[src/design/srsw_pkg.sv]
// ----------------------------------------------------------------------------
// Selective repeat sender window package
// Shared constants, codes and the command and status bundles that pass
// between the controller and the datapath.
// ----------------------------------------------------------------------------
package srsw_pkg;

  // Default build sizes. The ring depth must be a power of two.
  localparam int unsigned RING_DEPTH_DEF = 16;
  localparam int unsigned SEQ_BITS_DEF   = 16;

  // Field widths of the stream channels.
  localparam int unsigned WIN_W      = 4;
  localparam int unsigned MAX_SEQ_W  = 17;
  localparam int unsigned SEQ_W      = 16;
  localparam int unsigned STATUS_W   = 3;
  localparam int unsigned SLID_W     = 5;
  localparam int unsigned FREE_W     = 4;
  localparam int unsigned OUT_DATA_W = 32;
  localparam int unsigned APB_DATA_W = 32;
  localparam int unsigned APB_ADDR_W = 3;

  // Register reset values.
  localparam logic [WIN_W-1:0]     WINDOW_RST  = 4'd8;
  localparam logic [MAX_SEQ_W-1:0] MAX_SEQ_RST = 17'd64;

  // Register index, taken from address bit 2.
  typedef enum logic {
    REG_WINDOW  = 1'b0,
    REG_MAX_SEQ = 1'b1
  } reg_idx_e;

  typedef enum logic {
    OPC_PRODUCE = 1'b0,
    OPC_ACK     = 1'b1
  } opcode_e;

  typedef enum logic [STATUS_W-1:0] {
    ST_PRODUCED    = 3'd0,
    ST_RING_FULL   = 3'd1,
    ST_NEW_ACK     = 3'd2,
    ST_REJECTED    = 3'd3,
    ST_END_REACHED = 3'd4
  } status_e;

  // Operand of the remainder unit.
  typedef enum logic {
    MOD_SRC_NEXT = 1'b0,
    MOD_SRC_READ = 1'b1
  } mod_src_e;

  typedef struct packed {
    logic     load_in;
    logic     mod_start;
    mod_src_e mod_src;
    logic     base_rd;
    logic     produce;
    logic     dist_calc;
    logic     win_check;
    logic     ack_write;
    logic     slide_init;
    logic     slide_rd;
    logic     slide_step;
    logic     base_commit;
    logic     set_status;
    status_e  status;
    logic     load_out;
  } dp_cmd_t;

  typedef struct packed {
    opcode_e op;
    logic    full;
    logic    empty;
    logic    mod_done;
    logic    win_ok;
    logic    slot_acked;
    logic    d_zero;
    logic    cur_at_prod;
    logic    cur_final;
  } dp_sts_t;

endpackage

[src/design/srsw_mod.sv]
// ----------------------------------------------------------------------------
// Sequence remainder unit
// Reduces a stored sequence number modulo the effective modulus. A value
// already below the modulus is loaded straight into the remainder register;
// otherwise a restoring remainder runs one bit per cycle.
// ----------------------------------------------------------------------------
module srsw_mod #(
  parameter int unsigned SW = 16
) (
  input  logic          clk_i,
  input  logic          rst_ni,
  input  logic          start_i,
  input  logic [SW-1:0] x_i,
  input  logic [SW:0]   m_i,
  output logic          done_o,
  output logic [SW-1:0] rem_o
);

  localparam int unsigned CNT_W = $clog2(SW + 1);

  logic             busy_q, busy_d;
  logic             done_q, done_d;
  logic [CNT_W-1:0] cnt_q, cnt_d;
  logic [SW-1:0]    xs_q, xs_d;
  logic [SW-1:0]    r_q, r_d;
  logic [SW:0]      r_shift;
  logic [SW:0]      r_next;

  always_comb begin
    r_shift = {r_q, xs_q[SW-1]};
    r_next  = (r_shift >= m_i) ? (r_shift - m_i) : r_shift;
  end

  always_comb begin
    busy_d = busy_q;
    done_d = 1'b0;
    cnt_d  = cnt_q;
    xs_d   = xs_q;
    r_d    = r_q;
    if (start_i) begin
      if ({1'b0, x_i} < m_i) begin
        r_d    = x_i;
        done_d = 1'b1;
      end else begin
        busy_d = 1'b1;
        xs_d   = x_i;
        r_d    = '0;
        cnt_d  = CNT_W'(SW);
      end
    end else if (busy_q) begin
      r_d   = r_next[SW-1:0];
      xs_d  = {xs_q[SW-2:0], 1'b0};
      cnt_d = cnt_q - CNT_W'(1);
      if (cnt_q == CNT_W'(1)) begin
        busy_d = 1'b0;
        done_d = 1'b1;
      end
    end
  end

  always_ff @(posedge clk_i or negedge rst_ni) begin
    if (!rst_ni) begin
      busy_q <= 1'b0;
      done_q <= 1'b0;
      cnt_q  <= '0;
    end else begin
      busy_q <= busy_d;
      done_q <= done_d;
      cnt_q  <= cnt_d;
    end
  end

  always_ff @(posedge clk_i) begin
    xs_q <= xs_d;
    r_q  <= r_d;
  end

  assign done_o = done_q;
  assign rem_o  = r_q;

endmodule

[src/design/srsw_dp.sv]
// ----------------------------------------------------------------------------
// Selective repeat sender window datapath
// Ring indices, slot memories, window check, base slide and result
// registers, driven step by step by the controller.
// ----------------------------------------------------------------------------
module srsw_dp #(
  parameter int unsigned RING_DEPTH = srsw_pkg::RING_DEPTH_DEF,
  parameter int unsigned SEQ_BITS   = srsw_pkg::SEQ_BITS_DEF
) (
  input  logic                             clk_i,
  input  logic                             rst_ni,
  input  srsw_pkg::dp_cmd_t                cmd_i,
  output srsw_pkg::dp_sts_t                sts_o,
  input  logic [srsw_pkg::WIN_W-1:0]       window_i,
  input  logic [srsw_pkg::MAX_SEQ_W-1:0]   max_seq_i,
  input  srsw_pkg::opcode_e                in_opcode_i,
  input  logic [srsw_pkg::SEQ_W-1:0]       in_ack_seq_i,
  input  logic                             in_is_final_i,
  output srsw_pkg::status_e                out_status_o,
  output logic [srsw_pkg::SLID_W-1:0]      out_slid_o,
  output logic [srsw_pkg::SEQ_W-1:0]       out_base_o,
  output logic [srsw_pkg::FREE_W-1:0]      out_free_o
);

  localparam int unsigned IDX_W = $clog2(RING_DEPTH);
  // Stored sequence width: wide enough for any reduced value.
  localparam int unsigned SW    = (SEQ_BITS > srsw_pkg::SEQ_W) ? SEQ_BITS : srsw_pkg::SEQ_W;
  localparam int unsigned MW    = SW + 1;
  localparam int unsigned FW    = (IDX_W > srsw_pkg::FREE_W) ? IDX_W : srsw_pkg::FREE_W;

  localparam logic [MW-1:0] SEQ_TOP    = MW'(1) << SEQ_BITS;
  localparam logic [MW-1:0] DEPTH_M    = MW'(RING_DEPTH);
  localparam logic [MW-1:0] DEPTH_MASK = ~(MW'(RING_DEPTH - 1));
  localparam logic [FW-1:0] FREE_MAX   = FW'(2 ** srsw_pkg::FREE_W - 1);

  // Slot memories.
  logic [SW-1:0] seq_mem_q [RING_DEPTH];
  logic          ack_mem_q [RING_DEPTH];
  logic          fin_mem_q [RING_DEPTH];

  logic [IDX_W-1:0]           base_q, prod_q, cur_q, slot_q;
  logic [SW-1:0]              next_q;
  logic [srsw_pkg::SLID_W-1:0] slid_q;
  srsw_pkg::status_e          status_q;
  srsw_pkg::opcode_e          op_q;
  logic [srsw_pkg::SEQ_W-1:0] seq_in_q;
  logic                       fin_in_q;
  logic [MW-1:0]              sum_q;
  logic                       seq_bad_q, win_ok_q, d_zero_q;
  logic [SW-1:0]              seq_rd_q;
  logic                       ack_rd_q, fin_rd_q;

  srsw_pkg::status_e           out_status_q;
  logic [srsw_pkg::SLID_W-1:0] out_slid_q;
  logic [srsw_pkg::SEQ_W-1:0]  out_base_q;
  logic [srsw_pkg::FREE_W-1:0] out_free_q;

  logic [MW-1:0]    m_req, m_clamp, m_low, mod_m;
  logic [SW-1:0]    mod_x, mod_rem;
  logic             mod_done;
  logic [IDX_W-1:0] occ;
  logic [MW-1:0]    seq_x, lim, d_w;
  logic [IDX_W-1:0] slot_d;
  logic [MW-1:0]    rem_inc;
  logic [IDX_W-1:0] free_w;
  logic [FW-1:0]    free_ext;
  logic             ack_we, ack_wd, ack_re;
  logic [IDX_W-1:0] ack_wa, ack_ra;

  // Effective modulus: clamped to the ring depth and the sequence space,
  // then rounded down to a whole number of rings.
  always_comb begin
    m_req   = MW'(max_seq_i);
    m_clamp = (m_req > SEQ_TOP) ? SEQ_TOP : m_req;
    m_low   = (m_clamp < DEPTH_M) ? DEPTH_M : m_clamp;
    mod_m   = m_low & DEPTH_MASK;
  end

  assign mod_x = (cmd_i.mod_src == srsw_pkg::MOD_SRC_READ) ? seq_rd_q : next_q;

  srsw_mod #(
    .SW (SW)
  ) u_mod (
    .clk_i   (clk_i),
    .rst_ni  (rst_ni),
    .start_i (cmd_i.mod_start),
    .x_i     (mod_x),
    .m_i     (mod_m),
    .done_o  (mod_done),
    .rem_o   (mod_rem)
  );

  always_comb begin
    occ     = prod_q - base_q;
    seq_x   = MW'(seq_in_q);
    lim     = (MW'(window_i) < MW'(occ)) ? MW'(window_i) : MW'(occ);
    d_w     = (sum_q >= mod_m) ? (sum_q - mod_m) : sum_q;
    slot_d  = base_q + d_w[IDX_W-1:0];
    rem_inc = MW'(mod_rem) + MW'(1);
    free_w  = base_q - prod_q - IDX_W'(1);
    free_ext = FW'(free_w);
  end

  // Acked flag memory port control.
  always_comb begin
    ack_we = cmd_i.produce | cmd_i.ack_write;
    ack_wa = cmd_i.produce ? prod_q : slot_q;
    ack_wd = cmd_i.ack_write;
    ack_re = cmd_i.win_check | cmd_i.slide_rd;
    ack_ra = cmd_i.win_check ? slot_d : cur_q;
  end

  always_ff @(posedge clk_i) begin
    if (cmd_i.produce) begin
      seq_mem_q[prod_q] <= mod_rem;
      fin_mem_q[prod_q] <= fin_in_q;
    end
    if (cmd_i.base_rd) begin
      seq_rd_q <= seq_mem_q[base_q];
    end
    if (cmd_i.slide_rd) begin
      fin_rd_q <= fin_mem_q[cur_q];
    end
  end

  always_ff @(posedge clk_i) begin
    if (ack_we) begin
      ack_mem_q[ack_wa] <= ack_wd;
    end
    if (ack_re) begin
      ack_rd_q <= ack_mem_q[ack_ra];
    end
  end

  // Ring state.
  always_ff @(posedge clk_i or negedge rst_ni) begin
    if (!rst_ni) begin
      base_q   <= '0;
      prod_q   <= '0;
      next_q   <= '0;
      cur_q    <= '0;
      slid_q   <= '0;
      status_q <= srsw_pkg::ST_PRODUCED;
    end else begin
      if (cmd_i.produce) begin
        prod_q <= prod_q + IDX_W'(1);
        next_q <= (rem_inc == mod_m) ? '0 : rem_inc[SW-1:0];
      end
      if (cmd_i.load_in) begin
        slid_q <= '0;
      end
      if (cmd_i.slide_init) begin
        cur_q  <= base_q;
        slid_q <= '0;
      end
      if (cmd_i.slide_step) begin
        cur_q <= cur_q + IDX_W'(1);
        if (slid_q != '1) begin
          slid_q <= slid_q + srsw_pkg::SLID_W'(1);
        end
      end
      if (cmd_i.base_commit) begin
        base_q <= cur_q;
      end
      if (cmd_i.set_status) begin
        status_q <= cmd_i.status;
      end
    end
  end

  // Item fields, window check and results.
  always_ff @(posedge clk_i) begin
    if (cmd_i.load_in) begin
      op_q     <= in_opcode_i;
      seq_in_q <= in_ack_seq_i;
      fin_in_q <= in_is_final_i;
    end
    if (cmd_i.dist_calc) begin
      seq_bad_q <= (seq_x >= mod_m);
      sum_q     <= seq_x + mod_m - MW'(mod_rem);
    end
    if (cmd_i.win_check) begin
      win_ok_q <= !seq_bad_q && (d_w < lim);
      d_zero_q <= (d_w == '0);
      slot_q   <= slot_d;
    end
    if (cmd_i.load_out) begin
      out_status_q <= status_q;
      out_slid_q   <= slid_q;
      out_base_q   <= mod_rem[srsw_pkg::SEQ_W-1:0];
      out_free_q   <= (free_ext > FREE_MAX) ? '1 : free_ext[srsw_pkg::FREE_W-1:0];
    end
  end

  always_comb begin
    sts_o.op          = op_q;
    sts_o.full        = ((prod_q + IDX_W'(1)) == base_q);
    sts_o.empty       = (prod_q == base_q);
    sts_o.mod_done    = mod_done;
    sts_o.win_ok      = win_ok_q;
    sts_o.slot_acked  = ack_rd_q;
    sts_o.d_zero      = d_zero_q;
    sts_o.cur_at_prod = (cur_q == prod_q);
    sts_o.cur_final   = fin_rd_q;
  end

  assign out_status_o = out_status_q;
  assign out_slid_o   = out_slid_q;
  assign out_base_o   = out_base_q;
  assign out_free_o   = out_free_q;

endmodule

[src/design/srsw_ctrl.sv]
// ----------------------------------------------------------------------------
// Selective repeat sender window controller
// Sequences one transaction at a time through the datapath and owns both
// stream handshakes.
// ----------------------------------------------------------------------------
module srsw_ctrl (
  input  logic              clk_i,
  input  logic              rst_ni,
  input  logic              s_tvalid,
  output logic              s_tready,
  output logic              m_tvalid,
  input  logic              m_tready,
  output srsw_pkg::dp_cmd_t cmd_o,
  input  srsw_pkg::dp_sts_t sts_i
);

  typedef enum logic [13:0] {
    S_IDLE = 14'b00000000000001,
    S_DISP = 14'b00000000000010,
    S_ARD  = 14'b00000000000100,
    S_AMOD = 14'b00000000001000,
    S_AWIN = 14'b00000000010000,
    S_AFLG = 14'b00000000100000,
    S_PMOD = 14'b00000001000000,
    S_SCHK = 14'b00000010000000,
    S_SRD  = 14'b00000100000000,
    S_BASE = 14'b00001000000000,
    S_BRD  = 14'b00010000000000,
    S_BMOD = 14'b00100000000000,
    S_DONE = 14'b01000000000000,
    S_SPARE = 14'b10000000000000
  } state_e;

  state_e state_q, state_d;
  logic   out_valid_q, out_valid_d;

  always_comb begin
    state_d  = state_q;
    cmd_o    = '0;
    s_tready = 1'b0;
    unique case (state_q)
      S_IDLE: begin
        s_tready = 1'b1;
        if (s_tvalid) begin
          cmd_o.load_in = 1'b1;
          state_d       = S_DISP;
        end
      end
      S_DISP: begin
        if (sts_i.op == srsw_pkg::OPC_PRODUCE) begin
          if (sts_i.full) begin
            cmd_o.set_status = 1'b1;
            cmd_o.status     = srsw_pkg::ST_RING_FULL;
            state_d          = S_BASE;
          end else begin
            cmd_o.mod_start = 1'b1;
            cmd_o.mod_src   = srsw_pkg::MOD_SRC_NEXT;
            state_d         = S_PMOD;
          end
        end else if (sts_i.empty) begin
          cmd_o.mod_start = 1'b1;
          cmd_o.mod_src   = srsw_pkg::MOD_SRC_NEXT;
          state_d         = S_AMOD;
        end else begin
          cmd_o.base_rd = 1'b1;
          state_d       = S_ARD;
        end
      end
      S_ARD: begin
        cmd_o.mod_start = 1'b1;
        cmd_o.mod_src   = srsw_pkg::MOD_SRC_READ;
        state_d         = S_AMOD;
      end
      S_AMOD: begin
        if (sts_i.mod_done) begin
          cmd_o.dist_calc = 1'b1;
          state_d         = S_AWIN;
        end
      end
      S_AWIN: begin
        cmd_o.win_check = 1'b1;
        state_d         = S_AFLG;
      end
      S_AFLG: begin
        cmd_o.set_status = 1'b1;
        if (!sts_i.win_ok || sts_i.slot_acked) begin
          cmd_o.status = srsw_pkg::ST_REJECTED;
          state_d      = S_BASE;
        end else begin
          cmd_o.status    = srsw_pkg::ST_NEW_ACK;
          cmd_o.ack_write = 1'b1;
          if (sts_i.d_zero) begin
            cmd_o.slide_init = 1'b1;
            state_d          = S_SCHK;
          end else begin
            state_d = S_BASE;
          end
        end
      end
      S_PMOD: begin
        if (sts_i.mod_done) begin
          cmd_o.produce    = 1'b1;
          cmd_o.set_status = 1'b1;
          cmd_o.status     = srsw_pkg::ST_PRODUCED;
          state_d          = S_BASE;
        end
      end
      S_SCHK: begin
        if (sts_i.cur_at_prod) begin
          cmd_o.base_commit = 1'b1;
          state_d           = S_BASE;
        end else begin
          cmd_o.slide_rd = 1'b1;
          state_d        = S_SRD;
        end
      end
      S_SRD: begin
        if (sts_i.slot_acked) begin
          cmd_o.slide_step = 1'b1;
          state_d          = S_SCHK;
        end else begin
          cmd_o.base_commit = 1'b1;
          if (sts_i.cur_final) begin
            cmd_o.set_status = 1'b1;
            cmd_o.status     = srsw_pkg::ST_END_REACHED;
          end
          state_d = S_BASE;
        end
      end
      S_BASE: begin
        if (sts_i.empty) begin
          cmd_o.mod_start = 1'b1;
          cmd_o.mod_src   = srsw_pkg::MOD_SRC_NEXT;
          state_d         = S_BMOD;
        end else begin
          cmd_o.base_rd = 1'b1;
          state_d       = S_BRD;
        end
      end
      S_BRD: begin
        cmd_o.mod_start = 1'b1;
        cmd_o.mod_src   = srsw_pkg::MOD_SRC_READ;
        state_d         = S_BMOD;
      end
      S_BMOD: begin
        if (sts_i.mod_done) begin
          state_d = S_DONE;
        end
      end
      S_DONE: begin
        if (!out_valid_q || m_tready) begin
          cmd_o.load_out = 1'b1;
          state_d        = S_IDLE;
        end
      end
      default: begin
        state_d = S_IDLE;
      end
    endcase
  end

  always_comb begin
    out_valid_d = out_valid_q;
    if (cmd_o.load_out) begin
      out_valid_d = 1'b1;
    end else if (m_tready) begin
      out_valid_d = 1'b0;
    end
  end

  always_ff @(posedge clk_i or negedge rst_ni) begin
    if (!rst_ni) begin
      state_q     <= S_IDLE;
      out_valid_q <= 1'b0;
    end else begin
      state_q     <= state_d;
      out_valid_q <= out_valid_d;
    end
  end

  assign m_tvalid = out_valid_q;

endmodule

[src/design/selective_repeat_sender_window_unit.sv]
// ----------------------------------------------------------------------------
// Selective repeat sender window unit
// Sender-side scoreboard over a ring of packet slots: produces slots,
// checks and records acknowledgements and slides the send base.
// ----------------------------------------------------------------------------
//
// Channel   Direction  Payload
// s_*       in         tuser opcode, tdata ack_seq, tlast is_final
// m_*       out        tuser status, tdata slid_count / base_seq / free_slots
// APB       in/out     window_size at 0x0, max_seq at 0x4
//
// One transaction at a time: s_tready stays low from acceptance until the result is loaded. A
// produce reduces the next sequence number unless the ring is full; an acknowledgement reduces
// the base sequence number, checks and records the flag and, for the base slot, slides the base
// past acknowledged slots. Both then reduce the new base sequence number for the result.
// Reset clears the ring indices and the next sequence number; a flag read from an unproduced slot is never used.
// A result waits in the output register; only a second finished result stalls on m_tready.
//
module selective_repeat_sender_window_unit #(
  parameter int unsigned RING_DEPTH = srsw_pkg::RING_DEPTH_DEF,
  parameter int unsigned SEQ_BITS   = srsw_pkg::SEQ_BITS_DEF
) (
  input  logic                                clk_i,
  input  logic                                rst_ni,
  // Input stream.
  input  logic                                s_tvalid,
  output logic                                s_tready,
  input  logic [srsw_pkg::SEQ_W-1:0]          s_tdata,   // [15:0] ack_seq
  input  logic                                s_tuser,   // [0] opcode
  input  logic                                s_tlast,   // is_final
  // Result stream.
  output logic                                m_tvalid,
  input  logic                                m_tready,
  output logic [srsw_pkg::OUT_DATA_W-1:0]     m_tdata,   // [4:0] slid_count,
                                                         // [20:5] base_seq,
                                                         // [24:21] free_slots
  output logic [srsw_pkg::STATUS_W-1:0]       m_tuser,   // [2:0] status
  // Configuration port.
  input  logic                                psel,
  input  logic                                penable,
  input  logic                                pwrite,
  input  logic [srsw_pkg::APB_ADDR_W-1:0]     paddr,
  input  logic [srsw_pkg::APB_DATA_W-1:0]     pwdata,
  output logic [srsw_pkg::APB_DATA_W-1:0]     prdata,
  output logic                                pready
);

  localparam int unsigned PAD_W = srsw_pkg::OUT_DATA_W - srsw_pkg::FREE_W
                                  - srsw_pkg::SEQ_W - srsw_pkg::SLID_W;

  // Configuration registers. The register is selected by address bit 2;
  // writes complete in the access phase and pready is tied high.
  logic [srsw_pkg::WIN_W-1:0]     window_q;
  logic [srsw_pkg::MAX_SEQ_W-1:0] max_seq_q;
  logic                           cfg_we;
  srsw_pkg::reg_idx_e             reg_idx;

  assign pready  = 1'b1;
  assign cfg_we  = psel && penable && pwrite && pready;
  assign reg_idx = srsw_pkg::reg_idx_e'(paddr[2]);

  always_ff @(posedge clk_i or negedge rst_ni) begin
    if (!rst_ni) begin
      window_q  <= srsw_pkg::WINDOW_RST;
      max_seq_q <= srsw_pkg::MAX_SEQ_RST;
    end else if (cfg_we) begin
      unique case (reg_idx)
        srsw_pkg::REG_WINDOW:  window_q  <= pwdata[srsw_pkg::WIN_W-1:0];
        srsw_pkg::REG_MAX_SEQ: max_seq_q <= pwdata[srsw_pkg::MAX_SEQ_W-1:0];
        default: ;
      endcase
    end
  end

  always_comb begin
    unique case (reg_idx)
      srsw_pkg::REG_WINDOW:  prdata = srsw_pkg::APB_DATA_W'(window_q);
      srsw_pkg::REG_MAX_SEQ: prdata = srsw_pkg::APB_DATA_W'(max_seq_q);
      default:               prdata = '0;
    endcase
  end

  // Controller and datapath.
  srsw_pkg::dp_cmd_t           cmd;
  srsw_pkg::dp_sts_t           sts;
  srsw_pkg::status_e           out_status;
  logic [srsw_pkg::SLID_W-1:0] out_slid;
  logic [srsw_pkg::SEQ_W-1:0]  out_base;
  logic [srsw_pkg::FREE_W-1:0] out_free;

  srsw_ctrl u_ctrl (
    .clk_i    (clk_i),
    .rst_ni   (rst_ni),
    .s_tvalid (s_tvalid),
    .s_tready (s_tready),
    .m_tvalid (m_tvalid),
    .m_tready (m_tready),
    .cmd_o    (cmd),
    .sts_i    (sts)
  );

  srsw_dp #(
    .RING_DEPTH (RING_DEPTH),
    .SEQ_BITS   (SEQ_BITS)
  ) u_dp (
    .clk_i         (clk_i),
    .rst_ni        (rst_ni),
    .cmd_i         (cmd),
    .sts_o         (sts),
    .window_i      (window_q),
    .max_seq_i     (max_seq_q),
    .in_opcode_i   (srsw_pkg::opcode_e'(s_tuser)),
    .in_ack_seq_i  (s_tdata),
    .in_is_final_i (s_tlast),
    .out_status_o  (out_status),
    .out_slid_o    (out_slid),
    .out_base_o    (out_base),
    .out_free_o    (out_free)
  );

  assign m_tdata = {{PAD_W{1'b0}}, out_free, out_base, out_slid};
  assign m_tuser = out_status;

endmodule
[config.mk]
export PLATFORM = sky130hd
export DESIGN_NAME = selective_repeat_sender_window_unit
export DESIGN_NICKNAME = d
export VERILOG_FILES = /design/src/design/srsw_pkg.sv /design/src/design/srsw_mod.sv /design/src/design/srsw_dp.sv /design/src/design/srsw_ctrl.sv /design/src/design/selective_repeat_sender_window_unit.sv
export SDC_FILE = /design/constraint.sdc
export NUM_CORES = 1
export LEC_CHECK = 0
export ABC_CLOCK_PERIOD_IN_PS = 5390
export BUFFER_PORTS_ARGS = -buffer_cell sky130_fd_sc_hd__buf_2
export CAP_MARGIN = 20
export CORE_MARGIN = 5
export CORE_UTILIZATION = 40
export DETAILED_ROUTE_END_ITERATION = 12
export PLACE_DENSITY = 0.6
export SLEW_MARGIN = 10
export SYNTH_ARGS = -nofsm -noshare
export SYNTH_HDL_FRONTEND = slang
export SYNTH_SLANG_ARGS = --single-unit
[constraint.sdc]
create_clock -name clk_i -period 5.39 [get_ports clk_i]
set_clock_uncertainty 0.05 [all_clocks]
set_input_delay 1.3475 -clock clk_i [delete_from_list [all_inputs] [get_ports clk_i]]
set_output_delay 1.3475 -clock clk_i [all_outputs]
set_load 0.05 [all_outputs]
* Word level (Yosys, flattened, before mapping)
Memory sizes are Yosys's and may differ from the RTL's. A register that Yosys moved wholly into a read port is not among the register bits. Index checks and enable logic that the tools add are counted.
Storage, ports and cells: RAM bits 288, output and inout bits 70, register bits 181, input port bits 60, logic and storage cells 182, memories 3
Cells by class: magnitude comparators 9, reductions and logical operators 17, eq/ne operators 25, add/sub/neg operators 13, multiplexer cells 85, bitwise logic cells 3
Memory list:
- u_dp.seq_mem_q | depth 16, width 16, read ports 1, clocked after memory_dff 1, wr ports 1, line srsw_dp.sv:37 | logic [SW-1:0] seq_mem_q [RING_DEPTH];
- u_dp.ack_mem_q | depth 16, width 1, read ports 1, clocked after memory_dff 1, wr ports 1, line srsw_dp.sv:38 | logic ack_mem_q [RING_DEPTH];
- u_dp.fin_mem_q | depth 16, width 1, read ports 1, clocked after memory_dff 1, wr ports 1, line srsw_dp.sv:39 | logic fin_mem_q [RING_DEPTH];
Operators with widths (count):
- 14-bit one-hot mux with 13 select lines | 1
- 16-bit 2-to-1 mux | 9
- 14-bit 2-to-1 mux | 5
- 32-bit one-hot mux with 2 select lines | 1
- 10-bit 2-to-1 mux | 6
- 17-bit 2-to-1 mux | 3
- 4-bit 2-to-1 mux | 10
- 5-bit 2-to-1 mux | 8
- 17-bit >= comparator | 2
- 1-bit 2-to-1 mux | 32
- 16-bit by 1-bit adder with 17-bit output (second input constant) | 1
- 16-bit by 17-bit adder with 17-bit output | 1
- 17-bit equality test | 1
- 16-bit by 17-bit >= comparator with 1-bit output | 1
- 17-bit > comparator (second input constant) | 1
- 17-bit zero test | 1
- 16-bit by 17-bit < comparator with 1-bit output | 1
- 17-bit < comparator | 1
- 17-bit by 5-bit < comparator with 1-bit output (second input constant) | 1
- 17-bit by 16-bit subtractor with 17-bit output | 1
- 17-bit subtractor | 1
- 4-bit one-hot mux with 4 select lines | 1
- 16-bit subtractor | 1
- 14-bit by 1-bit equality test with 1-bit output (second input constant) | 1
- 38 further kinds | 61

* Depth between registers and ports, before layout
depth after elaboration 9, mapped depth 18, gate-level depth less buffers 16

* By module
Synthesis repeated with hierarchy kept, for this count alone.
Second synthesis, totals: cell total of the unflattened synthesis 1694, area, all modules 24165.7 µm²
By module, submodules not included:
- srsw_dp | area each 18813.0 µm², sequential area each 12191.7 µm², cells each 1166, times used 1
- srsw_mod | area each 3095.5 µm², sequential area each 1136.1 µm², cells each 307, times used 1
- selective_repeat_sender_window_unit | area each 1164.9 µm², sequential area each 528.0 µm², cells each 89, times used 1
- srsw_ctrl | area each 1092.3 µm², sequential area each 351.6 µm², cells each 132, times used 1

* Least setup slack after synthesis
OpenSTA, ideal clock, no wires.
path type register to register, start reg max_seq_q[14] (netlist name), end reg u_dp.win_ok_q (data pin), stages on the path, launching flop included 14, data required time 5.133 ns, arrival 3.874 ns, library setup time 0.207 ns, slack 1.258 ns, buffers on the path 0, clock period less this slack 4.132 ns, path through dfrtp_1 > nor4_1 > nand4_1 > o21ai_1 > nand2_1 > fa_1 > a21o_1 > a21oi_1 > o21ai_0 > o41a_1 > mux2_2 > a2111oi_0 > a41oi_1 > a2111oi_0
Between the ends: word-level cells in the longest chain between the ends 8, elaborated cells on any way between the ends 9, those cells by class 1 x add/sub; 4 x order compare; 3 x mux; 1 x reduce/logical
RTL lines:
- start, declared | line selective_repeat_sender_window_unit.sv:54 | logic [srsw_pkg::MAX_SEQ_W-1:0] max_seq_q;
- start signal, assigned | line selective_repeat_sender_window_unit.sv:65 | max_seq_q <= srsw_pkg::MAX_SEQ_RST;
- start signal, assigned | line selective_repeat_sender_window_unit.sv:69 | srsw_pkg::REG_MAX_SEQ: max_seq_q <= pwdata[srsw_pkg::MAX_SEQ_W-1:0];
- 17-bit > comparator | line srsw_dp.sv:74 | m_clamp = (m_req > SEQ_TOP) ? SEQ_TOP : m_req;
- 17-bit 2-to-1 mux (*) | line srsw_dp.sv:74
- 17-bit by 5-bit < comparator with 1-bit output | line srsw_dp.sv:75 | m_low = (m_clamp < DEPTH_M) ? DEPTH_M : m_clamp;
- 17-bit 2-to-1 mux (*) | line srsw_dp.sv:75
- 17-bit subtractor / 17-bit >= comparator (equally long branches) | line srsw_dp.sv:97 | d_w = (sum_q >= mod_m) ? (sum_q - mod_m) : sum_q;
- 17-bit 2-to-1 mux (*) | line srsw_dp.sv:97
- 17-bit < comparator (*) | line srsw_dp.sv:183 | win_ok_q <= !seq_bad_q && (d_w < lim);
- 1-bit logical AND (*) | line srsw_dp.sv:183
- end signal, assigned | line srsw_dp.sv:183
- end, declared | line srsw_dp.sv:49 | logic seq_bad_q, win_ok_q, d_zero_q;
Mark *: on every way between the ends. The rest lies on a longest branch, timed or not. A chain may end at the register's enable or synchronous reset.

* Worst setup path after layout
start reg max_seq_q[13] (netlist name), end reg u_dp.win_ok_q (data pin)
The elaborated chain is that of the path after synthesis.

==> impl_metrics.py <==
metrics = {
    "run_status": {
        "outcome": "completed",
    },
    "final_layout": {
        "fin_nets": 1960,
        "areaGrowthSynthToFinish_pct": 13.47,
        "diodes": 0,
        "layout-drive-gt1-share_pct": 20.66,
        "final_cell_area_um2": 26520,
        "fillerInstances": 5159,
    },
    "power": {
        "p_int_mw": 6.409,
        "leakage_nw": 9.901,
        "power.share.switching_pct": 25.41,
        "vdd_drop_max_mv": 0.3259,
        "p_clk_share_pct": 39.2,
        "power_density_nw_per_um2": 324.0,
        "comb_power_share_pct": 12.7,
        "power.switching_mw": 2.183,
        "total_power_mw": 8.592,
        "seqPwrFrac_pct": 48.2,
    },
    "floorplan": {
        "core_um2": 57810,
        "num_rows": 88,
        "die_height_um": 251.7,
        "pin_count": 130,
        "initial_core_util_pct": 40.44,
        "die_x_um": 251.7,
        "fp.dieArea_um2": 63370,
    },
    "hold_path": {
        "hold_end": "u_dp.out_status_o[0]$_DFFE_PP_",
        "hp-start": "u_dp.status_q[0]$_DFFE_PN0P_",
        "hold_path.class": "flip-flop to flip-flop",
        "hold_path_depth": 0,
    },
    "placement": {
        "gp_congestion": 0.8678,
        "place_area_um2": 24920,
        "io_buffers": 89,
        "post-place-ws_ns": 0.8105,
        "place_hpwl_mm": 38.39,
    },
    "global_route": {
        "antenna_found_initial": 0,
        "grt_pass1_wl_mm": 88.09,
        "grt_max_degree": 67,
        "grt_util_all_layers_pct": 18.02,
        "grt_overflow": 0,
        "grt_pass1_vias": 14410,
    },
    "worst_setup_path": {
        "r2r_end": "u_dp.win_ok_q$_DFFE_PN_",
        "cp.required_ns": 5.71,
        "setup.worst_path.end_class": "flip-flop",
        "crit_path_max_fanout": 6,
        "worstPathArrival_ns": 4.99,
        "startpoint_type": "flip-flop",
        "worstSetupPathType": "flip-flop to flip-flop",
        "ff2ff_path_depth": 15,
        "rr_startpoint": "max_seq_q[13]$_DFFE_PN0P_",
        "r2r_slack_ns": 0.72,
    },
    "cts": {
        "htree_levels": 2,
        "postCtsHoldBufs": 0,
        "cts_buffers": 51,
        "clock-sinks": 486,
        "cts_resized": 0,
        "clock_latency_ns": 0.61,
        "clockBufferDepth": 3,
        "cts_tree": "done",
        "cts_setup_buffers": 0,
        "clock-root-buffer": "clkbuf_16",
        "cts.reportedPaths.clkPinSlew_ns": 0.06,
    },
    "synthesis": {
        "yosysWarnings": 0,
        "synth_edf_count": 408,
        "synthArstFlopShare_pct": 16.05,
        "synthFlopType": "edfxtp_1",
        "synth-seq-cells": 486,
        "yosysUniqueCellTypes": 80,
        "syn_inst": 1646,
        "synth_top_area_share_pct": 52.41,
        "syn_area_um2": 23370,
        "netlist_top_cells_area": "edfxtp_1 (52%), mux4_2 (8.2%), dfrtp_1 (8.0%), ha_1 (5.0%), nor2_1 (2.1%)",
        "postSynthAreaPerCell_um2": 14.20,
        "yosysSeqAreaShare_pct": 60.78,
        "yosysTopAreaCell": "edfxtp_1",
    },
    "sta": {
        "worst_pin_slew_ns": 1.142,
        "finalSetupTns_ns": 0,
        "rsz0062_at_grt": "no",
        "timing.final.ws_setup_ns": 0.7245,
        "finalHoldViolations": 0,
        "fmax_ghz": 0.2143,
        "period_share_pct": 86.56,
        "relSlewSlack_pct": 23.86,
        "finalCriticalPeriod_ns": 4.666,
        "fin_hold_ws_ns": 0.3970,
        "slew_violations": 0,
        "finalSetupViolCount": 0,
    },
    "route": {
        "drc": 0,
        "drt_iter0_markers": 1163,
        "wl_mm": 58.28,
        "vias": 14310,
        "vias_per_cell": 5.513,
        "wl_per_cell_um": 22.46,
        "postRouteAntennaNets": 0,
        "dr.pass1.iters": 5,
    },
    "job": {
        "cap_violations": 0,
    },
}
==> synth_stat cells, types with 10 or more instances <==
library cell  count
buf_4            23
mux4_2           85
nor2b_1          15
ha_1             93
nand3_1          25
mux2_2           29
inv_1            89
mux2i_1          40
nand4_1          22
nand2b_1         15
nand2_1          92
o21a_1           10
o21ai_0          40
o22ai_1          21
fa_1             17
dfrtp_1          75
edfxtp_1        408
a21o_1           14
nor3_1           34
nor2_1          132
clkbuf_1         32
xnor2_1          51
a31oi_1          15
xor2_1           22
and2_1           20
a21oi_1          77
==> critical path, stage by stage (launching register included) <==
cell and delay [ns]:
dfrtp_1 0.42, nor4_1 0.27, nand4_1 0.15, a21oi_1 0.17, buf_4 0.21, ha_1 0.18
inv_1 0.05, fa_1 0.39, a21o_1 0.19, a21oi_1 0.33, o21ai_0 0.18, o41a_1 0.34
mux2_2 0.27, a2111oi_0 0.41, a41oi_1 0.33, a2111oi_0 0.47
==> worst max-delay path by stage <==
stage	start	to	slack [ns]	cells past startpoint
2_1_floorplan	max_seq_q[14]$_DFFE_PN0P_	u_dp.win_ok_q$_DFFE_PN_	1.26	13
3_3_place_gp	max_seq_q[13]$_DFFE_PN0P_	u_dp.win_ok_q$_DFFE_PN_	0.80	15
3_5_place_dp	max_seq_q[13]$_DFFE_PN0P_	u_dp.win_ok_q$_DFFE_PN_	0.81	15
4_1_cts	max_seq_q[13]$_DFFE_PN0P_	u_dp.win_ok_q$_DFFE_PN_	0.71	15
5_1_grt	max_seq_q[9]$_DFFE_PN0P_	u_dp.win_ok_q$_DFFE_PN_	0.27	15
6_report	max_seq_q[13]$_DFFE_PN0P_	u_dp.win_ok_q$_DFFE_PN_	0.72	15
==> cell usage in the layout, fill, tap and decap left out, types with 25 or more instances in the layout <==
cell type,n
nand2_1,92
dfrtp_1,73
mux2i_1,40
nor3_1,30
mux4_2,85
ha_1,93
buf_4,54
edfxtp_1,408
nand3_1,25
clkbuf_16,51
a21oi_1,77
mux2_2,29
buf_2,88
nor2_1,122
xnor2_1,51
o21ai_0,40
inv_1,89
==> stage by stage <==
step                      util (%)  instances
after floorplan                  -       1667
after global placement       43.11       2501
after detailed placement     43.11       2501
after CTS                    45.87       2594
after global routing         45.88       2595
final                        45.88       2595
==> power groups by stage <==
stage                     registers (mW)  logic, mW  clock network [mW]
final                               4.14       1.09                3.37
after floorplan                     4.20      0.801                   0
after global routing                4.14       1.20                3.61
after global placement              4.21       1.07                   0
after detailed placement            4.21       1.08                   0
after CTS                           4.14       1.09                3.45
==> area by class of cell <==
cell class	instances	area, µm²	area share (%)
Clock buffer	63	1361	5.133
Clock inverter	30	234.0	0.8822
Inverter	90	337.8	1.274
Multi-Input combinational cell	1019	8574	32.33
Sequential cell	486	14210	53.59
Tap cell	765	957.2	3.609
Timing Repair Buffer	142	845.8	3.189
==> kinds of logic after synthesis <==
family,after synthesis,synth area share [%]
AND/OR/NAND/NOR,416,8.934
flip-flops,486,60.78
other,2,0.03213
XOR/XNOR,73,2.735
buffers and inverters,162,3.126
adder cells (fa/ha/maj),110,6.434
multiplexers,155,11.40
AO/OA/AOI/OAI,242,6.563
==> state kept, by name (all words and copies together) (netlist names), 4 cells and up <==
name              cells
u_dp.seq_mem_q      256
u_dp.slot_q           4
max_seq_q            17
u_dp.base_q           4
u_dp.u_mod.cnt_q      5
u_dp.out_base_o      16
u_dp.seq_in_q        16
u_dp.slid_q           5
u_dp.ack_mem_q       16
u_dp.sum_q           17
u_dp.fin_mem_q       16
u_dp.out_slid_o       5
u_dp.next_q          16
u_dp.out_free_o       4
u_dp.seq_rd_q        16
window_q              4
u_dp.prod_q           4
u_ctrl.state_q       13
u_dp.u_mod.rem_o     16
u_dp.cur_q            4
u_dp.u_mod.xs_q      16
==> per-layer routing <==
| metal | vias to the layer above | wire length (µm) | share of wire, % | track usage, % |
|---|---|---|---|---|
| met2 | 429 | 27270 | 47 | 29.19 |
| met1 | 7262 | 25850 | 44 | 25.03 |
| met3 | 102 | 3456 | 5.9 | 3.443 |
| met5 | - | 0 | 0 | 0 |
| li1 | 6513 | - | - | - |
| met4 | 0 | 1712 | 2.9 | 5.271 |
(Power assumes the default switching activity.)
